**src/design/rcp_pkg.sv**
```systemverilog
package rcp_pkg;

  localparam int NUM_POINTS_DEFAULT = 8;

  localparam int ANGLE_W  = 16;
  localparam int RADIUS_W = 10;
  localparam int STEP_W   = 16;
  localparam int ZP_W     = 11;
  localparam int POS_W    = 19;
  localparam int IDX_W    = 3;

  localparam int CFG_INDEX_W = 2;
  localparam int CFG_DATA_W  = 16;

  localparam logic [CFG_INDEX_W-1:0] CFG_RADIUS = 2'd0;
  localparam logic [CFG_INDEX_W-1:0] CFG_STEP   = 2'd1;
  localparam logic [CFG_INDEX_W-1:0] CFG_ZPLANE = 2'd2;

  localparam logic [RADIUS_W-1:0]     RADIUS_RESET = 10'd100;
  localparam logic [STEP_W-1:0]       STEP_RESET   = 16'd1;
  localparam logic signed [ZP_W-1:0]  ZPLANE_RESET = 11'sd100;

  localparam int FULL_TURN     = 36000;
  localparam int QUARTER_TURN  = 9000;
  localparam int RESET_SPACING = 4500;

  // 2^30 = Z_SCALE * 9000 + Z_FRAC
  localparam int Z_SCALE  = 119304;
  localparam int Z_FRAC   = 5824;
  localparam int Z_BIAS   = 4500;
  localparam int DIV_BITS = 13;
  localparam int REM_W    = 27;
  localparam int RESID_W  = 14;
  localparam int ZBASE_W  = 31;

  // floor(n / 9000) = ((n >> Z_PRESHIFT) * Z_RECIP) >> Z_RECIP_SHIFT for n < 2^REM_W
  localparam int Z_PRESHIFT    = 3;
  localparam int Z_RECIP       = 15270995;
  localparam int Z_RECIP_SHIFT = 34;
  localparam int QPROD_W       = 48;

  localparam int CORDIC_STEPS = 16;
  localparam int CORDIC_W     = 34;
  localparam int PROD_W       = 45;
  localparam int GAIN_Q30     = 652032874;
  localparam int POS_LIMIT    = 261888;

  typedef struct packed {
    logic [IDX_W-1:0]   index;
    logic [ANGLE_W-1:0] angle;
    logic               last;
  } point_job_t;

  function automatic logic [29:0] atan_entry(input logic [3:0] i);
    logic [29:0] t;
    unique case (i)
      4'd0:  t = 30'h20000000;
      4'd1:  t = 30'h12E4051E;
      4'd2:  t = 30'h09FB385B;
      4'd3:  t = 30'h051111D4;
      4'd4:  t = 30'h028B0D43;
      4'd5:  t = 30'h0145D7E1;
      4'd6:  t = 30'h00A2F61E;
      4'd7:  t = 30'h00517C55;
      4'd8:  t = 30'h0028BE53;
      4'd9:  t = 30'h00145F2F;
      4'd10: t = 30'h000A2F98;
      4'd11: t = 30'h000517CC;
      4'd12: t = 30'h00028BE6;
      4'd13: t = 30'h000145F3;
      4'd14: t = 30'h0000A2FA;
      default: t = 30'h0000517D;
    endcase
    return t;
  endfunction

endpackage

```
**src/design/rcp_channels.sv**
```systemverilog
interface rcp_tick_if;
  logic valid;
  logic ready;
  logic advance;
  modport source (output valid, output advance, input ready);
  modport sink (input valid, input advance, output ready);
endinterface

interface rcp_point_if;
  logic                              valid;
  logic                              ready;
  logic [rcp_pkg::IDX_W-1:0]         point_index;
  logic signed [rcp_pkg::POS_W-1:0]  x_pos;
  logic signed [rcp_pkg::POS_W-1:0]  y_pos;
  logic signed [rcp_pkg::ZP_W-1:0]   z_pos;
  logic                              last_point;
  modport source (output valid, output point_index, output x_pos, output y_pos,
                  output z_pos, output last_point, input ready);
  modport sink (input valid, input point_index, input x_pos, input y_pos,
                input z_pos, input last_point, output ready);
endinterface

```
**src/design/rcp_queue.sv**
```systemverilog
module rcp_queue (
  input  logic                clk,
  input  logic                rst,
  input  logic                push_valid,
  output logic                push_ready,
  input  rcp_pkg::point_job_t push_job,
  output logic                pop_valid,
  input  logic                pop_ready,
  output rcp_pkg::point_job_t pop_job
);

  rcp_pkg::point_job_t slots [2];
  logic [1:0] count;
  logic       wr_ptr;
  logic       rd_ptr;
  logic       push;
  logic       pop;

  assign push_ready = (count != 2'd2);
  assign pop_valid  = (count != 2'd0);
  assign pop_job    = slots[rd_ptr];
  assign push       = push_valid && push_ready;
  assign pop        = pop_valid && pop_ready;

  always_ff @(posedge clk) begin
    if (rst) begin
      count  <= 2'd0;
      wr_ptr <= 1'b0;
      rd_ptr <= 1'b0;
    end else begin
      count <= count + 2'(push) - 2'(pop);
      if (push) wr_ptr <= ~wr_ptr;
      if (pop) rd_ptr <= ~rd_ptr;
    end
  end

  always_ff @(posedge clk) begin
    if (push) slots[wr_ptr] <= push_job;
  end

endmodule

```
**src/design/rcp_front.sv**
```systemverilog
module rcp_front #(
  parameter int NUM_POINTS = rcp_pkg::NUM_POINTS_DEFAULT
) (
  input  logic                        clk,
  input  logic                        rst,
  rcp_tick_if.sink                    tick,
  input  logic [rcp_pkg::STEP_W-1:0]  angle_step,
  output logic                        push_valid,
  input  logic                        push_ready,
  output rcp_pkg::point_job_t         push_job
);

  localparam int PIDX_W = (NUM_POINTS > 1) ? $clog2(NUM_POINTS) : 1;
  localparam logic [PIDX_W-1:0] LAST_IDX = PIDX_W'(NUM_POINTS - 1);

  localparam logic [1:0] F_IDLE = 2'd0;
  localparam logic [1:0] F_READ = 2'd1;
  localparam logic [1:0] F_UPD  = 2'd2;

  logic [1:0]                   state;
  logic [PIDX_W-1:0]            idx;
  logic                         adv;
  logic [NUM_POINTS-1:0]        written;
  logic [rcp_pkg::ANGLE_W-1:0]  angle_mem [NUM_POINTS];
  logic [rcp_pkg::ANGLE_W-1:0]  rd_data;
  logic                         rd_written;
  logic [rcp_pkg::IDX_W-1:0]    idx3;
  logic [rcp_pkg::ANGLE_W-1:0]  reset_angle;
  logic [rcp_pkg::ANGLE_W-1:0]  cur;
  logic [rcp_pkg::ANGLE_W:0]    sum;
  logic [rcp_pkg::ANGLE_W-1:0]  angle_next;
  logic                         is_last;
  logic                         push;

  assign tick.ready  = (state == F_IDLE);
  assign idx3        = rcp_pkg::IDX_W'(idx);
  assign reset_angle = rcp_pkg::ANGLE_W'(idx3 * 16'(rcp_pkg::RESET_SPACING));
  assign cur         = rd_written ? rd_data : reset_angle;
  assign sum         = {1'b0, cur} + {1'b0, angle_step};
  assign is_last     = (idx == LAST_IDX);

  always_comb begin
    if (!adv) begin
      angle_next = cur;
    end else if (sum >= 17'(rcp_pkg::FULL_TURN)) begin
      angle_next = '0;
    end else begin
      angle_next = sum[rcp_pkg::ANGLE_W-1:0];
    end
  end

  assign push_valid     = (state == F_UPD);
  assign push_job.index = idx3;
  assign push_job.angle = angle_next;
  assign push_job.last  = is_last;
  assign push           = push_valid && push_ready;

  always_ff @(posedge clk) begin
    if (rst) begin
      state   <= F_IDLE;
      idx     <= '0;
      adv     <= 1'b0;
      written <= '0;
    end else begin
      unique case (state)
        F_IDLE: begin
          if (tick.valid) begin
            adv   <= tick.advance;
            idx   <= '0;
            state <= F_READ;
          end
        end
        F_READ: begin
          state <= F_UPD;
        end
        F_UPD: begin
          if (push) begin
            if (adv) written[idx] <= 1'b1;
            if (is_last) begin
              state <= F_IDLE;
            end else begin
              idx   <= idx + 1'b1;
              state <= F_READ;
            end
          end
        end
        default: state <= F_IDLE;
      endcase
    end
  end

  always_ff @(posedge clk) begin
    if (state == F_READ) begin
      rd_data    <= angle_mem[idx];
      rd_written <= written[idx];
    end
    if (push && adv) angle_mem[idx] <= angle_next;
  end

endmodule

```
**src/design/rcp_back.sv**
```systemverilog
module rcp_back (
  input  logic                              clk,
  input  logic                              rst,
  input  logic                              pop_valid,
  output logic                              pop_ready,
  input  rcp_pkg::point_job_t               pop_job,
  input  logic [rcp_pkg::RADIUS_W-1:0]      radius,
  input  logic signed [rcp_pkg::ZP_W-1:0]   z_plane,
  rcp_point_if.source                       point
);

  localparam logic [2:0] ST_IDLE = 3'd0;
  localparam logic [2:0] ST_PREP = 3'd1;
  localparam logic [2:0] ST_DIV  = 3'd2;
  localparam logic [2:0] ST_INIT = 3'd3;
  localparam logic [2:0] ST_ROT  = 3'd4;
  localparam logic [2:0] ST_MAP  = 3'd5;
  localparam logic [2:0] ST_MUL  = 3'd6;
  localparam logic [2:0] ST_OUT  = 3'd7;

  localparam int CW = rcp_pkg::CORDIC_W;
  localparam int PW = rcp_pkg::PROD_W;

  logic [2:0]                          state;
  logic [3:0]                          step;
  logic                                out_valid;
  logic                                load_out;

  logic [rcp_pkg::IDX_W-1:0]           job_index;
  logic                                job_last;
  logic [1:0]                          quad;
  logic [rcp_pkg::RESID_W-1:0]         resid;
  logic [rcp_pkg::REM_W-1:0]           rem;
  logic [rcp_pkg::ZBASE_W-1:0]         zbase;
  logic [rcp_pkg::DIV_BITS-1:0]        quo;
  logic signed [CW-1:0]                x;
  logic signed [CW-1:0]                y;
  logic signed [CW-1:0]                z;
  logic signed [CW-1:0]                xc;
  logic signed [CW-1:0]                yc;
  logic signed [PW-1:0]                xprod;
  logic signed [PW-1:0]                yprod;
  logic [rcp_pkg::IDX_W-1:0]           out_index;
  logic signed [rcp_pkg::POS_W-1:0]    out_x;
  logic signed [rcp_pkg::POS_W-1:0]    out_y;
  logic                                out_last;

  logic [1:0]                          in_quad;
  logic [rcp_pkg::RESID_W-1:0]         in_resid;
  logic [rcp_pkg::QPROD_W-1:0]         quo_prod;
  logic signed [CW-1:0]                dx;
  logic signed [CW-1:0]                dy;
  logic signed [CW-1:0]                atan_s;
  logic signed [rcp_pkg::RADIUS_W:0]   radius_s;

  function automatic logic signed [rcp_pkg::POS_W-1:0] round_sat(
    input logic signed [PW-1:0] p
  );
    logic signed [PW-1:0] v;
    v = (p + PW'(64'sd2097152)) >>> 22;
    if (v > PW'(rcp_pkg::POS_LIMIT)) begin
      v = PW'(rcp_pkg::POS_LIMIT);
    end else if (v < -PW'(rcp_pkg::POS_LIMIT)) begin
      v = -PW'(rcp_pkg::POS_LIMIT);
    end
    return v[rcp_pkg::POS_W-1:0];
  endfunction

  always_comb begin
    priority if (pop_job.angle >= 16'(3 * rcp_pkg::QUARTER_TURN)) begin
      in_quad  = 2'd3;
      in_resid = rcp_pkg::RESID_W'(pop_job.angle - 16'(3 * rcp_pkg::QUARTER_TURN));
    end else if (pop_job.angle >= 16'(2 * rcp_pkg::QUARTER_TURN)) begin
      in_quad  = 2'd2;
      in_resid = rcp_pkg::RESID_W'(pop_job.angle - 16'(2 * rcp_pkg::QUARTER_TURN));
    end else if (pop_job.angle >= 16'(rcp_pkg::QUARTER_TURN)) begin
      in_quad  = 2'd1;
      in_resid = rcp_pkg::RESID_W'(pop_job.angle - 16'(rcp_pkg::QUARTER_TURN));
    end else begin
      in_quad  = 2'd0;
      in_resid = rcp_pkg::RESID_W'(pop_job.angle);
    end
  end

  assign quo_prod  = rcp_pkg::QPROD_W'(rem >> rcp_pkg::Z_PRESHIFT)
                     * rcp_pkg::QPROD_W'(rcp_pkg::Z_RECIP);
  assign dx        = y >>> step;
  assign dy        = x >>> step;
  assign atan_s    = $signed(CW'(rcp_pkg::atan_entry(step)));
  assign radius_s  = $signed({1'b0, radius});
  assign pop_ready = (state == ST_IDLE);
  assign load_out  = (state == ST_OUT) && (!out_valid || point.ready);

  assign point.valid       = out_valid;
  assign point.point_index = out_index;
  assign point.x_pos       = out_x;
  assign point.y_pos       = out_y;
  assign point.z_pos       = z_plane;
  assign point.last_point  = out_last;

  always_ff @(posedge clk) begin
    if (rst) begin
      state     <= ST_IDLE;
      step      <= '0;
      out_valid <= 1'b0;
    end else begin
      if (load_out) begin
        out_valid <= 1'b1;
      end else if (point.ready) begin
        out_valid <= 1'b0;
      end
      unique case (state)
        ST_IDLE: if (pop_valid) state <= ST_PREP;
        ST_PREP: state <= ST_DIV;
        ST_DIV:  state <= ST_INIT;
        ST_INIT: begin
          step  <= '0;
          state <= ST_ROT;
        end
        ST_ROT: begin
          step <= step + 1'b1;
          if (step == 4'(rcp_pkg::CORDIC_STEPS - 1)) state <= ST_MAP;
        end
        ST_MAP:  state <= ST_MUL;
        ST_MUL:  state <= ST_OUT;
        ST_OUT:  if (load_out) state <= ST_IDLE;
        default: state <= ST_IDLE;
      endcase
    end
  end

  always_ff @(posedge clk) begin
    unique case (state)
      ST_IDLE: begin
        job_index <= pop_job.index;
        job_last  <= pop_job.last;
        quad      <= in_quad;
        resid     <= in_resid;
      end
      ST_PREP: begin
        rem   <= rcp_pkg::REM_W'({13'd0, resid} * rcp_pkg::REM_W'(rcp_pkg::Z_FRAC))
                 + rcp_pkg::REM_W'(rcp_pkg::Z_BIAS);
        zbase <= rcp_pkg::ZBASE_W'({17'd0, resid})
                 * rcp_pkg::ZBASE_W'(rcp_pkg::Z_SCALE);
      end
      ST_DIV: begin
        quo <= quo_prod[rcp_pkg::Z_RECIP_SHIFT +: rcp_pkg::DIV_BITS];
      end
      ST_INIT: begin
        x <= CW'(rcp_pkg::GAIN_Q30);
        y <= '0;
        z <= $signed({3'b000, zbase + rcp_pkg::ZBASE_W'(quo)});
      end
      ST_ROT: begin
        if (!z[CW-1]) begin
          x <= x - dx;
          y <= y + dy;
          z <= z - atan_s;
        end else begin
          x <= x + dx;
          y <= y - dy;
          z <= z + atan_s;
        end
      end
      ST_MAP: begin
        unique case (quad)
          2'd0: begin xc <= x;  yc <= y;  end
          2'd1: begin xc <= -y; yc <= x;  end
          2'd2: begin xc <= -x; yc <= -y; end
          default: begin xc <= y; yc <= -x; end
        endcase
      end
      ST_MUL: begin
        xprod <= radius_s * xc;
        yprod <= radius_s * yc;
      end
      default: begin
        if (load_out) begin
          out_index <= job_index;
          out_last  <= job_last;
          out_x     <= round_sat(xprod);
          out_y     <= round_sat(yprod);
        end
      end
    endcase
  end

endmodule

```
**src/design/rotating_circle_points_top.sv**
```systemverilog
// Ring of points turning on a circle, reported as fixed-point positions.
// tick channel: one item per frame; advance=1 steps every angle by
// angle_step (wrapping to zero at 360 degrees) before reporting, advance=0
// only reports. point channel: NUM_POINTS items per tick, in point order,
// x_pos/y_pos = radius * cos/sin (signed, 8 fraction bits), z_pos = z_plane,
// last_point on the final one.
// Configuration: cfg_we with cfg_index 0 radius, 1 angle_step, 2 z_plane;
// other indexes are dropped. Write only while no tick is in flight.
// Processing: each point passes through the shared back unit (angle scaling
// by a reciprocal multiply, then 16 CORDIC iterations, then map, multiply
// and round). The back unit takes a new point only once it has handed the
// previous one to the output register.
// The next tick is taken once the front has queued the last point.
// Reset: angles return to 45-degree spacings, registers to their defaults,
// no point is pending. A stalled receiver holds the output register; the
// two-entry queue then fills and the front stops until room frees up.
module rotating_circle_points_top #(
  parameter int NUM_POINTS = rcp_pkg::NUM_POINTS_DEFAULT
) (
  input  logic                            clk,
  input  logic                            rst,
  rcp_tick_if.sink                        tick,
  rcp_point_if.source                     point,
  input  logic                            cfg_we,
  input  logic [rcp_pkg::CFG_INDEX_W-1:0] cfg_index,
  input  logic [rcp_pkg::CFG_DATA_W-1:0]  cfg_data
);

  localparam logic [rcp_pkg::IDX_W-1:0] LAST_IDX3 = rcp_pkg::IDX_W'((NUM_POINTS - 1) % 8);

  logic [rcp_pkg::RADIUS_W-1:0]     radius;
  logic [rcp_pkg::STEP_W-1:0]       angle_step;
  logic signed [rcp_pkg::ZP_W-1:0]  z_plane;

  logic                 push_valid;
  logic                 push_ready;
  rcp_pkg::point_job_t  push_job;
  logic                 pop_valid;
  logic                 pop_ready;
  rcp_pkg::point_job_t  pop_job;

  always_ff @(posedge clk) begin
    if (rst) begin
      radius     <= rcp_pkg::RADIUS_RESET;
      angle_step <= rcp_pkg::STEP_RESET;
      z_plane    <= rcp_pkg::ZPLANE_RESET;
    end else if (cfg_we) begin
      unique case (cfg_index)
        rcp_pkg::CFG_RADIUS: radius     <= cfg_data[rcp_pkg::RADIUS_W-1:0];
        rcp_pkg::CFG_STEP:   angle_step <= cfg_data[rcp_pkg::STEP_W-1:0];
        rcp_pkg::CFG_ZPLANE: z_plane    <= $signed(cfg_data[rcp_pkg::ZP_W-1:0]);
        default: ;
      endcase
    end
  end

  rcp_front #(
    .NUM_POINTS (NUM_POINTS)
  ) u_front (
    .clk        (clk),
    .rst        (rst),
    .tick       (tick),
    .angle_step (angle_step),
    .push_valid (push_valid),
    .push_ready (push_ready),
    .push_job   (push_job)
  );

  rcp_queue u_queue (
    .clk        (clk),
    .rst        (rst),
    .push_valid (push_valid),
    .push_ready (push_ready),
    .push_job   (push_job),
    .pop_valid  (pop_valid),
    .pop_ready  (pop_ready),
    .pop_job    (pop_job)
  );

  rcp_back u_back (
    .clk       (clk),
    .rst       (rst),
    .pop_valid (pop_valid),
    .pop_ready (pop_ready),
    .pop_job   (pop_job),
    .radius    (radius),
    .z_plane   (z_plane),
    .point     (point)
  );

  a_tick_busy: assert property (@(posedge clk) disable iff (rst)
    tick.valid && tick.ready |=> !tick.ready)
    else $error("tick taken while previous tick still being queued");

  a_last_index: assert property (@(posedge clk) disable iff (rst)
    point.valid && point.last_point |-> point.point_index == LAST_IDX3)
    else $error("last point marker on wrong point index");

  a_reset_clean: assert property (@(posedge clk)
    rst |=> !point.valid && tick.ready)
    else $error("pending point or busy front after reset");

endmodule
```
**src/flat_wrapper.sv**
```systemverilog
// flat-port wrapper written by rule: the top's interface ports become plain ports
module rotating_circle_points_top_flat 
#(
  parameter int NUM_POINTS = rcp_pkg::NUM_POINTS_DEFAULT
)
  (clk, rst, cfg_we, cfg_index, cfg_data, tick_valid, tick_advance, tick_ready, point_valid, point_point_index, point_x_pos, point_y_pos, point_z_pos, point_last_point, point_ready);
  rcp_tick_if tick_i ();
  rcp_point_if point_i ();
  input  logic clk;
  input  logic rst;
  input  logic cfg_we;
  input  logic [rcp_pkg::CFG_INDEX_W-1:0] cfg_index;
  input  logic [rcp_pkg::CFG_DATA_W-1:0] cfg_data;
  input wire logic [$bits(tick_i.valid)-1:0] tick_valid;
  input wire logic [$bits(tick_i.advance)-1:0] tick_advance;
  output wire logic [$bits(tick_i.ready)-1:0] tick_ready;
  output wire logic [$bits(point_i.valid)-1:0] point_valid;
  output wire logic [$bits(point_i.point_index)-1:0] point_point_index;
  output wire logic [$bits(point_i.x_pos)-1:0] point_x_pos;
  output wire logic [$bits(point_i.y_pos)-1:0] point_y_pos;
  output wire logic [$bits(point_i.z_pos)-1:0] point_z_pos;
  output wire logic [$bits(point_i.last_point)-1:0] point_last_point;
  input wire logic [$bits(point_i.ready)-1:0] point_ready;
  assign tick_i.valid = tick_valid;
  assign tick_i.advance = tick_advance;
  assign tick_ready = tick_i.ready;
  assign point_valid = point_i.valid;
  assign point_point_index = point_i.point_index;
  assign point_x_pos = point_i.x_pos;
  assign point_y_pos = point_i.y_pos;
  assign point_z_pos = point_i.z_pos;
  assign point_last_point = point_i.last_point;
  assign point_i.ready = point_ready;
  rotating_circle_points_top #(.NUM_POINTS(NUM_POINTS)) u_core (.clk(clk), .rst(rst), .tick(tick_i), .point(point_i), .cfg_we(cfg_we), .cfg_index(cfg_index), .cfg_data(cfg_data));
endmodule
```
**config.mk**
```make
export PLATFORM = sky130hd
export DESIGN_NAME = rotating_circle_points_top_flat
export DESIGN_NICKNAME = d
export VERILOG_FILES = /design/src/design/rcp_pkg.sv /design/src/design/rcp_channels.sv /design/src/design/rcp_queue.sv /design/src/design/rcp_front.sv /design/src/design/rcp_back.sv /design/src/design/rotating_circle_points_top.sv /design/src/flat_wrapper.sv
export SDC_FILE = /design/constraint.sdc
export NUM_CORES = 2
export LEC_CHECK = 0
export ABC_AREA = 1
export BUFFER_PORTS_ARGS = -buffer_cell sky130_fd_sc_hd__buf_2
export CAP_MARGIN = 20
export CELL_PAD_IN_SITES_DETAIL_PLACEMENT = 0
export CELL_PAD_IN_SITES_GLOBAL_PLACEMENT = 1
export CORE_MARGIN = 5
export CORE_UTILIZATION = 45
export CTS_CLUSTER_SIZE = 14
export DETAILED_ROUTE_END_ITERATION = 7
export PLACE_DENSITY_LB_ADDON = 0.3
export SYNTH_ARGS = -nofsm -noshare
export SYNTH_HDL_FRONTEND = slang
export SYNTH_SLANG_ARGS = --single-unit
export TNS_END_PERCENT = 30
```
**constraint.sdc**
```tcl
create_clock -name clk -period 16.5 [get_ports clk]
set_input_delay 4.95 -clock clk [delete_from_list [all_inputs] [get_ports clk]]
set_output_delay 4.95 -clock clk [all_outputs]
set_load 0.05 [all_outputs]
```
# Word level (Yosys, flattened, before mapping)
# Memories as Yosys holds them, arrays and structs flattened. A register that Yosys moved wholly into a read port is not among the register bits.
# Cells that the tools add are included.
# classes
n_addsub,20
multipliers,6
order_cmp,10
n_eq_ne,22
n_shift,2
mux,45
bitwise,4
n_reduce_logical,28
# ops
operator,n
$pmux W34 S2,3
$pmux W34 S3,2
$mux W34,3
$add A45 B23 Y45 const B,2
$mul A11 B34 Y45,2
$add A34 B34 Y34,2
$neg A34 Y34,2
$sshr A34 B4 Y34,2
$sub A34 B34 Y34,2
$mux W16,3
$mul A24 B24 Y47 const B,1
$gt A23 B19 Y1 const B,2
$lt A23 B19 Y1 const B,2
$mux W14,3
$mux W19,2
$add A34 B31 Y34,1
$sub A34 B31 Y34,1
$ge A16 B15 Y1 const B,2
$add A31 B13 Y31,1
$mul A14 B14 Y28 const B,1
$sub A14 B14 Y14 const B,2
$add A27 B13 Y27 const B,1
$pmux W3 S8,1
$mul A14 B7 Y21 const B,1
other kinds (41),93
# word_totals
regBits,454
mem_bits_rw,168
rom_bits,480
in_bits,24
out_inout_bits,55
elab_cells,175
memories,3
# memory_table
memory,depth,word_bits,read_ports,rd_ports_with_merged_regs,write_ports,line_no,rtl
(name not given),16,30,1,1,0,rcp_pkg.sv:56,unique case (i)
u_core.u_front.angle_mem,8,16,1,1,1,rcp_front.sv:24,logic [rcp_pkg::ANGLE_W-1:0] angle_mem [NUM_POINTS];
u_core.u_queue.slots,2,20,1,1,1,rcp_queue.sv:12,rcp_pkg::point_job_t slots [2];

# Longest topological paths before layout
# depth
depth_word,6
ltp_mapped,32
ltp_nobuf,30

# By module
# A second synthesis with hierarchy kept.
# hier_totals
cells_unflattened,9847
area_unflattened_um2,77533.1
# modules_own_cells
mod,n_inst,cells_per_inst,area_per_inst_um2
rcp_back,1,8687,66234.8
rcp_front,1,833,7966.4
rcp_queue,1,100,1771.7
rotating_circle_points_top,1,227,1560.2

# Least setup slack after synthesis
# Ideal clock, no wire load.
# synth_path
path_type,input to register
start,in point_ready
end,"reg u_core.u_back.out_last, in the netlist u_core.u_back.point.last_point (enable)"
arrival_time_ns,7.923
required_ns,16.004
path_slack_ns,8.081
cell_stages,2
n_path_buf,0
cell_sequence,nor2_1 > nor3_1
# synth_between
elab_chain_cells,3
# synth_lines
item,line_no,rtl
start: declaration,flat_wrapper.sv:23,input wire logic [$bits(point_i.ready)-1:0] point_ready;
$logic_or A1 B1 Y1,rcp_back.sv:92,assign load_out = (state == ST_OUT) && (!out_valid || point.ready);
$logic_and A1 B1 Y1,rcp_back.sv:92,
$reduce_and A2 Y1 (no line),n/a,
end signal: assignment,rcp_back.sv:180,out_last <= job_last;
end: declaration,rcp_back.sv:46,logic out_last;
# Every way passes these cells.
# A chain may end at the register's enable or synchronous reset.

# Final worst setup path
# layout_path
start,reg u_core.u_back.rem[7] (netlist name)
end,"reg u_core.u_back.quo[10] (netlist name), data pin"
# layout_between
elab_chain_cells,1
# layout_lines
item,line_no,rtl
start: declaration,rcp_back.sv:33,logic [rcp_pkg::REM_W-1:0] rem;
start signal: assignment,rcp_back.sv:141,"rem <= rcp_pkg::REM_W'({13'd0, resid} * rcp_pkg::REM_W'(rcp_pkg::Z_FRAC))"
$mul A24 B24 Y47,rcp_back.sv:86,* rcp_pkg::QPROD_W'(rcp_pkg::Z_RECIP);
"named net u_core.u_back.quo_prod, one bit",rcp_back.sv:50,logic [rcp_pkg::QPROD_W-1:0] quo_prod;
end signal: assignment,rcp_back.sv:147,quo <= quo_prod[rcp_pkg::Z_RECIP_SHIFT +: rcp_pkg::DIV_BITS];
end: declaration,rcp_back.sv:35,logic [rcp_pkg::DIV_BITS-1:0] quo;
# The timed path passes the listed nets, and every way through them passes these cells.

==> key figures <==
Routing
  • Via density per instance: 5.37
  • 1st-iter DRT viols: 4392
  • DR vias: 64441
  • Detail Route Antenna Nets: 0
  • Post-route DRC violation count: 0
  • Routed Wire Length: 227 mm
  • WL per Instance: 18.9 um
  • 1st-pass router iterations: 6

Yosys
  • Netlist cell types: 69
  • Synth Warn #: 0
  • Syn avg cell area: 7.85 um2
  • Post-synth top area cell: edfxtp_1
  • Seq cells post-synth: 620
  • Mapped cell area: 77200 um2
  • Syn Inst Count: 9837
  • Synth top area share: 20.5%
  • Net count after synthesis: 11336
  • EDFF count, synth: 526
  • Top post-synthesis cells by area: edfxtp_1 20%, fa_1 20%, ha_1 11%
  • Ys async rst share: 0%
  • Sequential area share after synthesis: 22.9%
  • Synth Flop Type: edfxtp_1

GRT
  • GRT Total Usage: 25.1%
  • Largest net degree at the start of global routing: 80
  • GR Layer Usage met1: 31.9%
  • Initial antenna violation count: 1
  • Grt total ovfl: 0
  • Vias in the first global route: 65522
  • GR peak layer: met2
  • Grt met2 use: 44.1%
  • Global-route wire length before repair: 361 mm
  • Met3 usage: 2.64%

Timing
  • Final setup violation count: 0
  • Slew HR: 25.0%
  • Setup WS post-layout: 9760 ps
  • Post-Route Setup TNS: 0 ps
  • Fmax: 148 MHz
  • Slew Limit Fails: 0
  • Fin crit period: 6740 ps
  • Crit share post-route: 40.8%
  • RSZ-0062 raised after global routing: no
  • Slew @ Worst Pin: 1120 ps
  • Worst Skew: 84.7 ps
  • Final hold vios: 0

Setup path
  • CP delay by family, top: adder cells
  • Sum of buffers and inverters on the critical path: 7
  • Critical path launch point: u_core.u_back.rem[7]$_DFFE_PP_
  • Setup Crit Path Kind: reg2reg
  • Crit-path max cell delay: 780 ps
  • Worst r2r src: u_core.u_back.rem[7]$_DFFE_PP_
  • CP Capture Type: flip-flop
  • WP data arrival: 7190 ps
  • Stages on the worst setup path: 22
  • Startpoint types: flip-flop
  • Crit-path max FO: 12
  • R2r worst-path depth: 22
  • Crit-path cells: inv_1, fa_1, fa_1, inv_1, fa_1, fa_1, inv_1, fa_1, inv_1, fa_1, inv_1, fa_1, inv_1, ha_1, nand2_1, nor2_1, inv_1, nor3_1, nand3_1, o2111ai_1, a31oi_1, xor2_1
  • CP max-delay cell: edfxtp_1
  • Worst Path Required: 16960 ps

Place
  • RD Place Congestion: 0.945
  • Area after DPL: 79400 um2
  • Post-placement worst setup slack: 9280 ps
  • Final HPWL DP: 179 mm
  • Count of input and output buffers: 78

Finish
  • Final #Nets: 11211
  • Fillers: 16962
  • Post-route cell area: 82400 um2
  • Layout cells sized above 1: 4.86%
  • Area Growth Syn to Fin: 6.71%

Floorplanning
  • Chip height: 424 um
  • Core area: 171000 um2
  • Boundary Pins: 79
  • Die area: 180000 um2
  • Cell Rows: 152
  • Initial core utilization: 45.1%
  • Die width: 424 um

Flow run
  • Max-Cap Viols: 0

Min path
  • HP Class: reg2reg
  • Hold path depth: 0
  • Worst Hold Launch: u_core.u_back.job_last$_DFFE_PN_

Clock network
  • CTS Hold Bufs: 0
  • H-tree Lvls: 3
  • Post-cts repair resize count: 0
  • CTS clk-pin slew, worst paths: 70 ps
  • CTS buffer count: 76
  • Later-pin clock latency in the skew report: 760 ps
  • Post-CTS Setup Inserts: 0
  • CTS tree: built
  • Clock Tree Root: clkbuf_16
  • Clock Path Buffers: 3
  • Clk sink count: 620

Status
  • Outcome: completed
cells in the mapped netlist (8+ instances only):
cell,count
nor3_1,98
o22ai_1,23
a21o_1,30
inv_2,25
buf_1,73
nor4_1,39
xnor2_1,96
a221oi_1,17
o21ai_1,22
o211ai_1,21
o21a_1,33
nand2_1,2260
ha_1,697
and3_1,8
nand2_2,34
nand3_2,18
edfxtp_1,526
o21ai_2,14
a21oi_1,465
o2111ai_1,24
nor2_2,21
a31oi_1,66
nand3_1,591
buf_6,11
or2_2,30
xor2_1,228
a21boi_0,14
inv_1,1690
fa_1,778
dfxtp_1,94
nor3_2,13
o221ai_1,15
buf_2,42
clkbuf_1,209
o21bai_1,29
o31ai_1,22
o21ai_0,448
nand3b_1,11
buf_4,9
nand4_1,103
nor2_1,823
worst reg2reg max path, delay by kind of cell (launching register included):
family | cells | cell delay, ps
and+or+nand+nor | 4 | 540
adders and majority gates | 8 | 3920
buffers and inverters | 7 | 660
AOI/OAI and AO/OA | 2 | 410
DFF | 1 | 780
xor gates and xnor gates | 1 | 170
cells by family (layout without fill, tap and decap cells):
group / Yosys count / count (layout) / share of synthesized area [%]
AND/OR/NAND/NOR: 4081 / 4081 / 22.3
buffers and inverters: 2065 / 2003 / 10.3
adder cells (fa/ha/maj): 1475 / 1475 / 31.5
AO/OA/AOI/OAI: 1272 / 1272 / 9.39
flip-flops: 620 / 620 / 22.9
XOR/XNOR: 324 / 324 / 3.68
other: 0 / 1 / 0
layout make-up:
type                    instances  area [um2]  area share [%]
clock inverters                50         835            1.01
multi-input cells            7152       51600            62.7
clock buffers                  91        2040            2.48
diodes                          1        2.50         0.00304
repair buffers                141         886            1.08
inverters                    1721        6460            7.85
well taps                    2233        2790            3.39
flip-flops and latches        620       17700            21.5
layout by cell type (no fill, tap or decap), drive strengths merged, types with 141 or more instances in the layout:
| cell | synthesis | layout |
|---|---|---|
| nor2 | 850 | 850 |
| nand3 | 609 | 609 |
| edfxtp | 526 | 526 |
| o21ai | 486 | 486 |
| nand2 | 2295 | 2295 |
| xor2 | 228 | 228 |
| inv | 1716 | 1720 |
| ha | 697 | 697 |
| fa | 778 | 778 |
| a21oi | 466 | 466 |
| buf | 135 | 141 |
routing by layer:
metal / share of wire [%] / up-vias
li1: - / 31295
met1: 42 / 31296
met2: 49 / 1481
met3: 4.1 / 369
met4: 4.2 / 0
met5: 0 / -
metrics by stage:
step,cells,hold WS [ps],util [%]
floorplan,9837,400,-
global placement,11864,403,46.4
detailed placement,11864,409,46.4
CTS,12005,422,48.1
global route,12008,428,48.1
finish,12009,420,48.1
registers in the layout, indices dropped and copies added, names as in the netlist, 13 cells and up, named ones only:
| signal | cells |
|---|---|
| u_core.u_back.y | 34 |
| u_core.u_back.yprod | 24 |
| u_core.u_back.zbase | 28 |
| u_core.u_back.point.x_pos | 19 |
| u_core.angle_step | 16 |
| u_core.u_front.rd_data | 16 |
| u_core.u_front.angle_mem | 128 |
| u_core.u_back.quo | 13 |
| u_core.u_back.atan_s | 30 |
| u_core.u_queue.slots | 40 |
| u_core.u_back.resid | 14 |
| u_core.u_back.yc | 34 |
| u_core.u_back.xc | 34 |
| u_core.u_back.rem | 20 |
| u_core.u_back.point.y_pos | 19 |
| u_core.u_back.z | 34 |
| u_core.u_back.xprod | 24 |
| u_core.u_back.x | 34 |
path summary, 6_finish.rpt:
kind	end	slack, ps
worst min register to register	u_core.u_back.point.last_point$_DFFE_PP_	420
worst min-delay path	u_core.u_back.point.last_point$_DFFE_PP_	420
worst max register to register	u_core.u_back.quo[10]$_DFFE_PP_	9760
worst max-delay path	u_core.u_back.quo[10]$_DFFE_PP_	9760
Power is not shown: default switching activity piles up to over one toggle a cycle in this logic, so the estimate is an artifact.
